<file path="src/rtl/nwt_pkg.sv">
`default_nettype none
// ----------------------------------------------------------------------------
// nwt_pkg
// Shared widths, word codes and state types for the number-to-words block.
// ----------------------------------------------------------------------------
package nwt_pkg;

    localparam int VALUE_W    = 31;   // input integer width
    localparam int NUM_DIGITS = 10;   // decimal digits of a 31-bit value
    localparam int CODE_W     = 5;    // word code width
    localparam int IN_TDATA_W = 32;   // value padded to whole bytes
    localparam int OUT_TDATA_W = 8;   // word code padded to whole bytes

    localparam logic [CODE_W-1:0] CODE_ZERO    = 5'd0;
    localparam logic [CODE_W-1:0] CODE_TEN     = 5'd10;
    localparam logic [CODE_W-1:0] CODE_TENS0   = 5'd18;
    localparam logic [CODE_W-1:0] CODE_HUNDRED = 5'd28;

    typedef logic [NUM_DIGITS-1:0][3:0] t_digits;

    typedef enum logic [1:0] {
        CTL_IDLE,
        CTL_CONV,
        CTL_SPELL
    } t_ctl_state;

    typedef enum logic [2:0] {
        STEP_IDLE,
        STEP_ZERO,
        STEP_HUND,
        STEP_HWORD,
        STEP_TENS,
        STEP_ONES,
        STEP_SCALE
    } t_step;

    // handshake between the control FSM and the two engines
    typedef struct packed {
        logic start;
    } t_eng_cmd;

    typedef struct packed {
        logic done;
    } t_eng_sts;

endpackage
`default_nettype wire

</file>
<file path="src/rtl/nwt_bcd.sv">
`default_nettype none
// ----------------------------------------------------------------------------
// nwt_bcd
// Bit-serial binary to BCD converter (shift and add-3), one bit per cycle.
// ----------------------------------------------------------------------------
module nwt_bcd (
    input  wire                              i_clk,
    input  wire                              i_rst_n,
    input  nwt_pkg::t_eng_cmd                i_cmd,
    input  wire  [nwt_pkg::VALUE_W-1:0]      i_value,
    output nwt_pkg::t_eng_sts                o_sts,
    output nwt_pkg::t_digits                 o_digits
);

    localparam int CNT_W = $clog2(nwt_pkg::VALUE_W + 1);
    localparam int FLAT_W = 4 * nwt_pkg::NUM_DIGITS;

    logic [nwt_pkg::VALUE_W-1:0] r_bin, n_bin;
    nwt_pkg::t_digits            r_bcd, n_bcd;
    nwt_pkg::t_digits            adj;
    logic [FLAT_W-1:0]           adj_flat;
    logic [CNT_W-1:0]            r_cnt, n_cnt;
    logic                        r_busy, n_busy;
    logic                        r_done, n_done;

    always_comb begin
        for (int k = 0; k < nwt_pkg::NUM_DIGITS; k++) begin
            adj[k] = (r_bcd[k] >= 4'd5) ? (r_bcd[k] + 4'd3) : r_bcd[k];
        end
        adj_flat = adj;
    end

    always_comb begin
        n_bin  = r_bin;
        n_bcd  = r_bcd;
        n_cnt  = r_cnt;
        n_busy = r_busy;
        n_done = 1'b0;
        if (i_cmd.start) begin
            n_bin  = i_value;
            n_bcd  = '0;
            n_cnt  = CNT_W'(nwt_pkg::VALUE_W);
            n_busy = 1'b1;
        end else if (r_busy) begin
            n_bcd = {adj_flat[FLAT_W-2:0], r_bin[nwt_pkg::VALUE_W-1]};
            n_bin = {r_bin[nwt_pkg::VALUE_W-2:0], 1'b0};
            n_cnt = r_cnt - 1'b1;
            if (r_cnt == CNT_W'(1)) begin
                n_busy = 1'b0;
                n_done = 1'b1;
            end
        end
    end

    always_ff @(posedge i_clk) begin
        if (!i_rst_n) begin
            r_busy <= 1'b0;
            r_done <= 1'b0;
            r_cnt  <= '0;
        end else begin
            r_busy <= n_busy;
            r_done <= n_done;
            r_cnt  <= n_cnt;
        end
    end

    always_ff @(posedge i_clk) begin
        r_bin <= n_bin;
        r_bcd <= n_bcd;
    end

    assign o_sts.done = r_done;
    assign o_digits   = r_bcd;

endmodule
`default_nettype wire

</file>
<file path="src/rtl/nwt_speller.sv">
`default_nettype none
// ----------------------------------------------------------------------------
// nwt_speller
// Walks the digit groups from billion down to units and emits one word
// code per beat through an output register.
// ----------------------------------------------------------------------------
module nwt_speller (
    input  wire                               i_clk,
    input  wire                               i_rst_n,
    input  nwt_pkg::t_eng_cmd                 i_cmd,
    input  nwt_pkg::t_digits                  i_digits,
    output nwt_pkg::t_eng_sts                 o_sts,
    output logic                              o_m_tvalid,
    input  wire                               i_m_tready,
    output logic [nwt_pkg::CODE_W-1:0]        o_code,
    output logic                              o_m_tlast
);

    nwt_pkg::t_step              r_step, n_step;
    logic [1:0]                  r_grp, n_grp;
    logic                        r_done, n_done;
    logic                        r_valid;
    logic [nwt_pkg::CODE_W-1:0]  r_code;
    logic                        r_last;

    logic [3:0]                  d_h, d_t, d_o;
    logic                        lower_zero;
    logic                        grp_nz;
    logic                        emit;
    logic [nwt_pkg::CODE_W-1:0]  emit_code;
    logic                        emit_last;
    logic                        slot_free;
    logic                        stall;
    logic                        units_grp;

    // digits of the current group; billion group has only one digit
    always_comb begin
        case (r_grp)
            2'd3: begin
                d_h = 4'd0; d_t = 4'd0; d_o = i_digits[9];
                lower_zero = (i_digits[8:0] == '0);
            end
            2'd2: begin
                d_h = i_digits[8]; d_t = i_digits[7]; d_o = i_digits[6];
                lower_zero = (i_digits[5:0] == '0);
            end
            2'd1: begin
                d_h = i_digits[5]; d_t = i_digits[4]; d_o = i_digits[3];
                lower_zero = (i_digits[2:0] == '0);
            end
            default: begin
                d_h = i_digits[2]; d_t = i_digits[1]; d_o = i_digits[0];
                lower_zero = 1'b1;
            end
        endcase
    end

    assign grp_nz    = (d_h != 4'd0) || (d_t != 4'd0) || (d_o != 4'd0);
    assign units_grp = (r_grp == 2'd0);
    assign slot_free = !r_valid || i_m_tready;
    assign stall     = emit && !slot_free;

    // token outputs of the current step
    always_comb begin
        emit      = 1'b0;
        emit_code = nwt_pkg::CODE_ZERO;
        emit_last = 1'b0;
        case (r_step)
            nwt_pkg::STEP_ZERO: begin
                emit      = 1'b1;
                emit_code = nwt_pkg::CODE_ZERO;
                emit_last = 1'b1;
            end
            nwt_pkg::STEP_HUND: begin
                emit      = (d_h != 4'd0);
                emit_code = {1'b0, d_h};
            end
            nwt_pkg::STEP_HWORD: begin
                emit      = (d_h != 4'd0);
                emit_code = nwt_pkg::CODE_HUNDRED;
                emit_last = units_grp && (d_t == 4'd0) && (d_o == 4'd0);
            end
            nwt_pkg::STEP_TENS: begin
                if (d_t >= 4'd2) begin
                    emit      = 1'b1;
                    emit_code = nwt_pkg::CODE_TENS0 + {1'b0, d_t};
                    emit_last = units_grp && (d_o == 4'd0);
                end else if (d_t == 4'd1) begin
                    emit      = 1'b1;
                    emit_code = nwt_pkg::CODE_TEN + {1'b0, d_o};
                    emit_last = units_grp;
                end else begin
                    emit      = (d_o != 4'd0);
                    emit_code = {1'b0, d_o};
                    emit_last = units_grp;
                end
            end
            nwt_pkg::STEP_ONES: begin
                emit      = (d_t >= 4'd2) && (d_o != 4'd0);
                emit_code = {1'b0, d_o};
                emit_last = units_grp;
            end
            nwt_pkg::STEP_SCALE: begin
                emit      = !units_grp && grp_nz;
                emit_code = nwt_pkg::CODE_HUNDRED + {3'b000, r_grp};
                emit_last = lower_zero;
            end
            default: begin
                emit      = 1'b0;
                emit_code = nwt_pkg::CODE_ZERO;
                emit_last = 1'b0;
            end
        endcase
    end

    // next step
    always_comb begin
        n_step = r_step;
        n_grp  = r_grp;
        n_done = 1'b0;
        case (r_step)
            nwt_pkg::STEP_IDLE: begin
                if (i_cmd.start) begin
                    n_grp  = 2'd3;
                    n_step = (i_digits == '0) ? nwt_pkg::STEP_ZERO : nwt_pkg::STEP_HUND;
                end
            end
            nwt_pkg::STEP_ZERO: begin
                if (!stall) begin
                    n_step = nwt_pkg::STEP_IDLE;
                    n_done = 1'b1;
                end
            end
            nwt_pkg::STEP_HUND: begin
                if (!grp_nz) begin
                    // empty group: skip straight to the next one
                    if (units_grp) begin
                        n_step = nwt_pkg::STEP_IDLE;
                        n_done = 1'b1;
                    end else begin
                        n_grp = r_grp - 2'd1;
                    end
                end else if (!stall) begin
                    n_step = nwt_pkg::STEP_HWORD;
                end
            end
            nwt_pkg::STEP_HWORD: if (!stall) n_step = nwt_pkg::STEP_TENS;
            nwt_pkg::STEP_TENS:  if (!stall) n_step = nwt_pkg::STEP_ONES;
            nwt_pkg::STEP_ONES:  if (!stall) n_step = nwt_pkg::STEP_SCALE;
            nwt_pkg::STEP_SCALE: begin
                if (!stall) begin
                    if (units_grp) begin
                        n_step = nwt_pkg::STEP_IDLE;
                        n_done = 1'b1;
                    end else begin
                        n_step = nwt_pkg::STEP_HUND;
                        n_grp  = r_grp - 2'd1;
                    end
                end
            end
            default: n_step = nwt_pkg::STEP_IDLE;
        endcase
    end

    always_ff @(posedge i_clk) begin
        if (!i_rst_n) begin
            r_step  <= nwt_pkg::STEP_IDLE;
            r_grp   <= '0;
            r_done  <= 1'b0;
            r_valid <= 1'b0;
        end else begin
            r_step <= n_step;
            r_grp  <= n_grp;
            r_done <= n_done;
            if (emit && slot_free) begin
                r_valid <= 1'b1;
            end else if (i_m_tready) begin
                r_valid <= 1'b0;
            end
        end
    end

    always_ff @(posedge i_clk) begin
        if (emit && slot_free) begin
            r_code <= emit_code;
            r_last <= emit_last;
        end
    end

    assign o_sts.done = r_done;
    assign o_m_tvalid = r_valid;
    assign o_code     = r_code;
    assign o_m_tlast  = r_last;

endmodule
`default_nettype wire

</file>
<file path="src/rtl/number_to_word_tokens_top.sv">
`default_nettype none
// ----------------------------------------------------------------------------
// number_to_word_tokens_top
// Spells a 31-bit unsigned integer as a stream of English word codes.
// ----------------------------------------------------------------------------
// One value is taken per run. After the input beat the value is converted to
// ten BCD digits by a shift-and-add-3 register, one bit per cycle. The speller
// then walks the billion, million, thousand and unit groups: an all-zero group
// is skipped, a nonzero group steps through hundreds digit, hundred word, tens,
// ones and scale word, and each word leaves as one output beat with tlast on
// the final word. tdata bit 31 on the input is ignored. Zero spells as the
// single word code 0.
// ----------------------------------------------------------------------------
module number_to_word_tokens_top (
    input  wire                                 i_clk,
    input  wire                                 i_rst_n,
    input  wire                                 s_axis_tvalid,
    output logic                                s_axis_tready,
    input  wire  [nwt_pkg::IN_TDATA_W-1:0]      s_axis_tdata,   // [30:0] value, [31] pad, ignored
    output logic                                m_axis_tvalid,
    input  wire                                 m_axis_tready,
    output logic [nwt_pkg::OUT_TDATA_W-1:0]     m_axis_tdata,   // [4:0] word_code, [7:5] zero
    output logic                                m_axis_tlast    // last_word
);

    nwt_pkg::t_ctl_state          r_state, n_state;
    nwt_pkg::t_eng_cmd            bcd_cmd, spl_cmd;
    nwt_pkg::t_eng_sts            bcd_sts, spl_sts;
    nwt_pkg::t_digits             digits;
    logic [nwt_pkg::CODE_W-1:0]   code;
    logic                         in_beat;

    assign in_beat = s_axis_tvalid && s_axis_tready;

    always_comb begin
        n_state = r_state;
        case (r_state)
            nwt_pkg::CTL_IDLE:  if (in_beat)      n_state = nwt_pkg::CTL_CONV;
            nwt_pkg::CTL_CONV:  if (bcd_sts.done) n_state = nwt_pkg::CTL_SPELL;
            nwt_pkg::CTL_SPELL: if (spl_sts.done) n_state = nwt_pkg::CTL_IDLE;
            default:                              n_state = nwt_pkg::CTL_IDLE;
        endcase
    end

    always_comb begin
        s_axis_tready = (r_state == nwt_pkg::CTL_IDLE);
        bcd_cmd.start = in_beat;
        spl_cmd.start = (r_state == nwt_pkg::CTL_CONV) && bcd_sts.done;
    end

    always_ff @(posedge i_clk) begin
        if (!i_rst_n) begin
            r_state <= nwt_pkg::CTL_IDLE;
        end else begin
            r_state <= n_state;
        end
    end

    nwt_bcd u_bcd (
        .i_clk    (i_clk),
        .i_rst_n  (i_rst_n),
        .i_cmd    (bcd_cmd),
        .i_value  (s_axis_tdata[nwt_pkg::VALUE_W-1:0]),
        .o_sts    (bcd_sts),
        .o_digits (digits)
    );

    nwt_speller u_speller (
        .i_clk      (i_clk),
        .i_rst_n    (i_rst_n),
        .i_cmd      (spl_cmd),
        .i_digits   (digits),
        .o_sts      (spl_sts),
        .o_m_tvalid (m_axis_tvalid),
        .i_m_tready (m_axis_tready),
        .o_code     (code),
        .o_m_tlast  (m_axis_tlast)
    );

    assign m_axis_tdata = {{(nwt_pkg::OUT_TDATA_W - nwt_pkg::CODE_W){1'b0}}, code};

endmodule
`default_nettype wire

</file>
<file path="config.mk">
export PLATFORM = sky130hd
export DESIGN_NAME = number_to_word_tokens_top
export DESIGN_NICKNAME = d
export VERILOG_FILES = /design/src/rtl/nwt_pkg.sv /design/src/rtl/nwt_bcd.sv /design/src/rtl/nwt_speller.sv /design/src/rtl/number_to_word_tokens_top.sv
export SDC_FILE = /design/constraint.sdc
export NUM_CORES = 1
export LEC_CHECK = 0
export CAP_MARGIN = 0
export CORE_MARGIN = 1.5
export CORE_UTILIZATION = 50
export CTS_BUF_LIST = sky130_fd_sc_hd__clkbuf_8
export CTS_CLUSTER_DIAMETER = 60
export DETAILED_ROUTE_END_ITERATION = 8
export DONT_BUFFER_PORTS = 1
export GPL_TIMING_DRIVEN = 0
export PLACE_DENSITY = 0.61
export SLEW_MARGIN = 20
export SYNTH_ARGS = -nofsm -noshare
export SYNTH_HDL_FRONTEND = slang
export SYNTH_HIERARCHICAL = 1
export SYNTH_SLANG_ARGS = --single-unit
</file>
<file path="constraint.sdc">
create_clock -name i_clk -period 4 [get_ports i_clk]
set_input_delay 0.4 -clock i_clk [delete_from_list [all_inputs] [get_ports i_clk]]
set_output_delay 0.4 -clock i_clk [all_outputs]
set_load 0.05 [all_outputs]
</file>
---- Word-level counts from Yosys, hierarchy flattened ----
Index checks and enable logic that the tools add are counted.
word-level totals
  bits in writable memories ............... 0
  output and inout port bits .............. 11
  word-level logic and storage cells ...... 167
  memories kept ........................... 0
  bits in registers ....................... 93
  bits in latches ......................... 0
  ROM bits ................................ 0
cells by class
  $mul .................................... 0
  shifts and indexed selects .............. 0
  div/mod/pow operators ................... 0
  reduce and logical (&&, ||, !) cells .... 35
  $lt $le $gt $ge ......................... 11
  muxes and demuxes ....................... 58
  bitwise logic cells ..................... 2
  equality and inequality tests ........... 25
  add/sub/neg operators ................... 15
operators with widths
  operator                                              number
  two-way mux 31 bit                                    2
  >= comparator 4 x 3 -> 1 bit (second input constant)  10
  zero test 40 bit                                      1
  adder 4 x 2 -> 4 bit (second input constant)          9
  zero test 36 bit                                      1
  two-way mux 4 bit                                     9
  case mux 4 bit (3 select lines)                       3
  two-way mux 3 bit                                     10
  case mux 5 bit (5 select lines)                       1
  zero test 24 bit                                      1
  case mux 3 bit (7 select lines)                       1
  two-way mux 5 bit                                     4
  two-way mux 2 bit                                     9
  != test 2 bit (second input constant)                 7
  two-way mux 1 bit                                     13
  zero test 12 bit                                      1
  case mux 2 bit (3 select lines)                       2
  nonzero test 4 bit                                    3
  case mux 1 bit (5 select lines)                       2
  equality test 3 bit (second input constant)           3
  logical AND 1 bit                                     9
  zero test 4 bit                                       2
  AND reduction 8 bit                                   1
  equality test 2 bit (second input constant)           3
  other kinds (27)                                      39

---- Logic depth before layout (Yosys ltp) ----
Gate-level depths: netlist of run 1.
  depth after elaboration ................. 11
  depth in mapped cells ................... 13

---- Cells and area by module ----
The synthesis of run 1 kept the hierarchy.
modules (own cells, without submodules)
  module                     cells an instance  times used  area each (sq um)  seq. area each (sq um)
  nwt_bcd                    402                1           4030.1             1871.8
  nwt_speller                184                1           1405.1             320.3
  number_to_word_tokens_top  14                 1           118.9              40.0

---- Worst setup path before layout of run 1 ----
OpenSTA, ideal clock, no wires.
  path type ............................... reg-to-reg
  from .................................... register u_speller.r_grp[0]
  to ...................................... register u_speller.r_code, in the netlist u_speller/o_code[0] (enable)
  arrival ................................. 2151 ps
  buffers on the path ..................... 2
  cell stages (with the launch flop) ...... 10
  required time ........................... 3650 ps
  setup slack ............................. 1499 ps
  cells stage by stage .................... dfxtp_1 > inv_1 > ha_1 > buf_2 > buf_2 > o21ai_0 > nor3_2 > a311oi_1 > nor3_2 > nor2_1
on the way
  word-level cells in the longest chain between the ends .. 8
  elaborated cells between the ends (all ways) .. 21
RTL lines
  what                                                                                  line                text
  start, declared                                                                       nwt_speller.sv:20   logic [1:0] r_grp, n_grp;
  start signal, assigned                                                                nwt_speller.sv:173  r_grp <= n_grp;
  parallel branches: the longest is 6 deep, another holds >= comparator 4 x 2 -> 1 bit  --
  case mux 1 bit (5 select lines) (*)                                                   nwt_speller.sv:68   case (r_step)
  logical AND 1 bit (*)                                                                 nwt_speller.sv:184  if (emit && slot_free) begin
  end signal, assigned                                                                  nwt_speller.sv:185  r_code <= emit_code;
  end, declared                                                                         nwt_speller.sv:23   logic [nwt_pkg::CODE_W-1:0] r_code;
Every way passes the cells marked *.
A chain may end at the register's enable or synchronous reset.

---- Final worst setup path of run 1 ----
  from .................................... register u_speller.r_grp[0]
  to ...................................... register u_speller.r_code, in the netlist u_speller/o_code[2] (enable)
Same word-level chain as after synthesis.

==> flow_summary.json, run 1 <==
{
  "clkLatencyLatePin_ns": 0.37,
  "postSynthAreaPerCell_um2": 9.257,
  "finalWorstSetupSlack_ns": 0.7996,
  "antenna_found_initial": 0,
  "cts_max_level": 3,
  "cts_resized": 0,
  "ys_ff_latch": 93,
  "overflow": 0,
  "ctsHoldBuffers": 0,
  "worst-path-buf-inv": 3,
  "synthArstFlopShare": 0,
  "ant_nets": 0,
  "drc": 0,
  "dieArea_mm2": 0.01175,
  "hp-start": "i_rst_n",
  "worst-path-stages": 9,
  "clkSinkCount": 93,
  "n_antenna_cell": 0,
  "syn2layout_area_growth_pct": 6.736,
  "grt_usage": 0.2529,
  "synth-main-ff-cell": "dfxtp_1",
  "path_delay_family": "compound AO/OA/AOI/OAI gates",
  "final_cell_mix": "58 x o21ai_0, 56 x dfxtp_1, 42 x nand2_1",
  "cts_setup_buffers": 0,
  "grt_first_pass_wirelength_mm": 22.74,
  "synth-edff-count": 37,
  "drive_above_1_share": 0.1392,
  "wl_per_cell_um": 18.67,
  "hold_path.class": "in2reg",
  "place_area_mm2": 0.005737,
  "ios": 47,
  "firstDrtPassIters": 6,
  "grt_max_degree": 32,
  "powerDensity_mw_per_mm2": 410.1,
  "irDropWorstVdd_mv": 0.2768,
  "final_area_mm2": 0.005928,
  "fin_cells": 758,
  "hold_violations": 0,
  "slew_violations": 0,
  "slew_headroom": 0.3921,
  "crit_path_end_kind": "flip-flop",
  "drv_cap": 0,
  "core_area_mm2": 0.01084,
  "setup_tns_ns": 0,
  "leakage_nw": 2.092,
  "root_buffer": "clkbuf_8",
  "fin_crit_ns": 3.200,
  "critPathMaxStageDelay_ns": 0.59,
  "die-height_um": 108.4,
  "skew_ns": 0.009970,
  "min_to": "u_bcd/r_cnt[4]$_SDFFE_PN0P_",
  "critical_path.startpoint_type": "flip-flop",
  "yosysUniqueCellTypes": 65,
  "reg2reg_to": "u_speller/o_code[2]$_DFFE_PP_",
  "vias": 4776,
  "wirelength_mm": 14.16,
  "required_ns": 4.02,
  "regToRegSetupSlack_ns": 0.80,
  "syn_inst": 600,
  "rr_worst_depth": 9,
  "nFillCells": 1024,
  "cts_buffers": 9,
  "fmax_mhz": 312.5,
  "globalplace.congestion": 0.9035,
  "ys.warnings.count": 6,
  "rsz0062_at_grt": "false",
  "critical_path_class": "reg2reg",
  "vias_per_cell": 6.301,
  "fin_hold_ws_ns": 0.1435,
  "slowest_stage": "o21ai_0",
  "placedCellCount": 742,
  "crit_chain": "inv_1 > ha_1 > buf_2 > buf_2 > o21ai_0 > nor3_2 > a311oi_1 > nor3_2 > nor2_1",
  "rows": 38,
  "worstPathArrival_ns": 3.22,
  "worstPathMaxFanout": 10,
  "period_share": 0.8001,
  "min_path_cells": 1,
  "ys_seq_area_frac": 0.4019,
  "dpl.hpwl_mm": 10.15,
  "port_buffers": 0,
  "die_x_um": 108.4,
  "dp_slack_ns": 0.8744,
  "grt_pass1_vias": 4514,
  "cts_max_path_buffers": 2,
  "cts_tree": "built",
  "status": "finished, final reports clean",
  "drt_iter0_drc": 409,
  "layout_commonest_cell": "o21ai_0",
  "synth_area_mm2": 0.005554,
  "r2r-start": "u_speller/r_grp[0]$_SDFFE_PN0P_",
  "cts.clk_slew.worst_paths_ns": 0.10,
  "worst_slew_pin_slew_ns": 0.9085,
  "final_nets": 677,
  "start_util": 0.5123,
  "setup_viol": 0
}
[cells by family (layout without fill, tap and decap cells)]
group / Yosys count / after routing / synth area share
AOI/OAI and AO/OA: 183 / 183 / 0.2210
xor gates and xnor gates: 13 / 13 / 0.02050
adders and majority gates: 28 / 28 / 0.06308
buffers and inverters: 74 / 90 / 0.05947
DFF: 93 / 93 / 0.4019
muxes: 35 / 35 / 0.06984
other: 1 / 3 / 0.0006752
and+or+nand+nor: 173 / 173 / 0.1636
[state kept, by name, summed over array words and instances, names as in the netlist, 2 cells and up]
| name | flops |
|---|---|
| r_state | 2 |
| u_bcd/o_digits | 40 |
| u_bcd/r_bin | 31 |
| u_bcd/r_cnt | 5 |
| u_speller/o_code | 5 |
| u_speller/r_grp | 2 |
| u_speller/r_step | 3 |
[how the worst max path moves through the flow]
stage / startpoint / to
floorplan: u_speller/r_grp[0]$_SDFFE_PN0P_ / u_speller/o_code[0]$_DFFE_PP_
global placement: u_speller/r_grp[0]$_SDFFE_PN0P_ / u_speller/o_code[4]$_DFFE_PP_
detailed placement: u_speller/r_grp[0]$_SDFFE_PN0P_ / u_speller/o_code[4]$_DFFE_PP_
CTS: u_speller/r_grp[0]$_SDFFE_PN0P_ / u_speller/o_code[4]$_DFFE_PP_
global route: u_speller/r_grp[0]$_SDFFE_PN0P_ / u_speller/o_code[1]$_DFFE_PP_
finish: u_speller/r_grp[0]$_SDFFE_PN0P_ / u_speller/o_code[2]$_DFFE_PP_
[cells in the mapped netlist (12+ instances only)]
library cell	instances	area, um^2
nand2_1	42	157.7
o21ai_0	58	290.3
o32ai_1	17	148.9
nand2b_1	12	75.07
nor2_1	37	138.9
edfxtp_1	37	1111
dfxtp_1	56	1121
nand3_1	13	65.06
ha_1	28	350.3
buf_2	21	105.1
nor3_1	13	65.06
a21oi_1	28	140.1
mux2_2	30	337.8
inv_1	39	146.4
[power by group]
group | internal, W | total (W) | leakage (nW) | switching [W]
clock | 0.000286 | 0.000632 | 0.0964 | 0.000346
combinational | 0.000232 | 0.000583 | 1.18 | 0.000351
sequential | 0.00109 | 0.00122 | 0.817 | 0.000122
total | 0.00161 | 0.00243 | 2.09 | 0.000819
[per-stage QoR]
step	total power, W	util
after floorplan	0.001652	-
after global placement	0.001792	0.5292
after detailed placement	0.001810	0.5292
after CTS	0.002442	0.5469
after global routing	0.002566	0.5469
final	0.002431	0.5469
[final cells by class]
| type | count | area (um^2) | share of cell area |
|---|---|---|---|
| tap | 140 | 175.2 | 0.02955 |
| multi-input combinational | 435 | 2999 | 0.5059 |
| buffer | 34 | 180.2 | 0.03039 |
| clock inverter | 7 | 67.56 | 0.01140 |
| clock buffer | 9 | 123.9 | 0.02089 |
| inverter | 40 | 150.1 | 0.02533 |
| sequential | 93 | 2232 | 0.3765 |
[routing by layer]
metal,routed length [um],up-vias,global-route usage
li1,-,2265,-
met5,0,-,0
met2,6518,162,0.4159
met3,895,25,0.04581
met4,360,0,0.1081
met1,6381,2324,0.3259
Note: power is estimated with default switching activity, not from simulation.
==> inputs of run 2 (changes only) <==
==> constraint.sdc (replaced) <==
create_clock -name i_clk -period 3.2 [get_ports i_clk]
set_input_delay 0.32 -clock i_clk [delete_from_list [all_inputs] [get_ports i_clk]]
set_output_delay 0.32 -clock i_clk [all_outputs]
set_load 0.05 [all_outputs]
==> run 2 against run 1 <==
Effect of this change:
- critical path depth unchanged
- wire length hardly changed
- global-route usage unchanged
- combinational power increased by 26%
- worst setup slack worse by 0.50 ns
- sequential share of layout area down 0.10 points
- sequential power is 25% higher
- core utilization is 0.15 points higher
- total power up 25%
- non-clock buffer count is the same
==> flow_summary.json, run 2 (synthesis results as in run 1) <==
{
  "irDropWorstVdd_mv": 0.3459,
  "drive_above_1_share": 0.1456,
  "dieArea_mm2": 0.01175,
  "required_ns": 3.52,
  "ant_nets": 0,
  "path_delay_family": "compound AO/OA/AOI/OAI gates",
  "skew_ns": 0.009942,
  "final_nets": 677,
  "regToRegSetupSlack_ns": 0.30,
  "drc": 0,
  "cts_tree": "built",
  "reg2reg_to": "u_speller/r_step[2]$_SDFFE_PN0P_",
  "crit_chain": "inv_1 > ha_1 > a222oi_1 > a32oi_1 > nor3_2 > a311oi_1 > o21ai_0 > mux2i_1 > o21a_1",
  "ctsHoldBuffers": 0,
  "finalWorstSetupSlack_ns": 0.3039,
  "fmax_mhz": 345.3,
  "rows": 38,
  "cts_resized": 0,
  "critPathMaxStageDelay_ns": 0.51,
  "wl_per_cell_um": 18.66,
  "r2r-start": "u_speller/r_grp[1]$_SDFFE_PN0P_",
  "antenna_found_initial": 0,
  "min_path_cells": 1,
  "crit_path_end_kind": "flip-flop",
  "wirelength_mm": 14.15,
  "hold_violations": 0,
  "cts_max_level": 3,
  "start_util": 0.5123,
  "overflow": 0,
  "clkSinkCount": 93,
  "grt_pass1_vias": 4514,
  "period_share": 0.9050,
  "critical_path_class": "reg2reg",
  "dp_slack_ns": 0.07436,
  "vias_per_cell": 6.338,
  "rr_worst_depth": 9,
  "setup_viol": 0,
  "cts_max_path_buffers": 2,
  "worst-path-buf-inv": 1,
  "worst-path-stages": 9,
  "critical_path.startpoint_type": "flip-flop",
  "clkLatencyLatePin_ns": 0.38,
  "firstDrtPassIters": 5,
  "status": "finished, final reports clean",
  "rsz0062_at_grt": "false",
  "largest_reg_flops": 40,
  "final_cell_mix": "56 x dfxtp_1, 56 x o21ai_0, 42 x nand2_1",
  "drt_iter0_drc": 419,
  "vias": 4804,
  "leakage_nw": 2.094,
  "drv_cap": 0,
  "hold_path.class": "in2reg",
  "fin_crit_ns": 2.896,
  "cts_buffers": 9,
  "grt_max_degree": 32,
  "worst_slew_pin_slew_ns": 0.9085,
  "die-height_um": 108.4,
  "grt_usage": 0.2529,
  "cts_setup_buffers": 0,
  "crit_path_end": "u_speller/r_step[2]$_SDFFE_PN0P_",
  "die_x_um": 108.4,
  "cts.clk_slew.worst_paths_ns": 0.10,
  "syn2layout_area_growth_pct": 7.029,
  "worstPathMaxFanout": 5,
  "setup_tns_ns": 0,
  "ios": 47,
  "grt_first_pass_wirelength_mm": 22.74,
  "slew_headroom": 0.3921,
  "worstPathArrival_ns": 3.22,
  "powerDensity_mw_per_mm2": 512.3,
  "n_antenna_cell": 0,
  "port_buffers": 0,
  "root_buffer": "clkbuf_8",
  "dpl.hpwl_mm": 10.15,
  "crit_start": "u_speller/r_grp[1]$_SDFFE_PN0P_",
  "slew_violations": 0,
  "core_area_mm2": 0.01084,
  "slowest_stage": "a222oi_1",
  "globalplace.congestion": 0.9035
}
==> run 2: cell types whose count changed in the layout (fill, tap and decap cells not counted) <==
cell / before / now
nor2_1: 37 / 36
o21ai_1: 3 / 4
a2bb2oi_1: 2 / 1
o21ai_0: 58 / 56
nor2_2: 0 / 1
o21ai_2: 0 / 1
a21oi_2: 0 / 1
a2bb2oi_2: 0 / 1
a21oi_1: 28 / 27
==> run 2: metal layers <==
layer  routed length (um)  GRT usage  vias to the layer above
li1                     -          -                     2276
met1                 6345     0.3259                     2318
met2                 6552     0.4159                      183
met3                  888    0.04581                       27
met4                  360     0.1081                        0
met5                    0          0                        -
==> run 2: worst min path at each step <==
stage                                              to  slack, ns              startpoint
after floorplan               r_state[0]$_SDFFE_PN0P_       0.41  u_bcd/o_sts$_SDFF_PP0_
after global placement        r_state[0]$_SDFFE_PN0P_       0.42  u_bcd/o_sts$_SDFF_PP0_
after detailed placement      r_state[0]$_SDFFE_PN0P_       0.43  u_bcd/o_sts$_SDFF_PP0_
after CTS                 u_bcd/r_cnt[4]$_SDFFE_PN0P_       0.04                 i_rst_n
after global routing      u_bcd/r_cnt[4]$_SDFFE_PN0P_       0.05                 i_rst_n
final                     u_bcd/r_cnt[4]$_SDFFE_PN0P_       0.06                 i_rst_n
==> run 2: final cells by class <==
cell class                      count  area, um^2
Buffer                             34       180.2
Multi-Input combinational cell    435        3015
Fill cell                        1021        4896
Inverter                           40       150.1
Clock buffer                        9       123.9
Sequential cell                    93        2232
Clock inverter                      7       67.56
Tap cell                          140       175.2
==> run 2: metrics by stage <==
step / instances / util / hold WS [ns] / power [W] / cell area [um^2]
finish: 758 / 0.5484 / 0.06205 / 0.003045 / 5944
global route: 758 / 0.5484 / 0.04886 / 0.003213 / 5944
CTS: 758 / 0.5469 / 0.04071 / 0.003052 / 5928
detailed placement: 742 / 0.5292 / 0.4309 / 0.002263 / 5737
global placement: 742 / 0.5292 / 0.4230 / 0.002241 / 5737
floorplan: 602 / - / 0.4134 / 0.002065 / 5562
==> run 2: power by group <==
part	total, W	internal [W]	switching [W]
sequential	0.00152	0.00137	0.000154
clock	0.000790	0.000357	0.000433
combinational	0.000734	0.000293	0.000441
total	0.00305	0.00202	0.00103
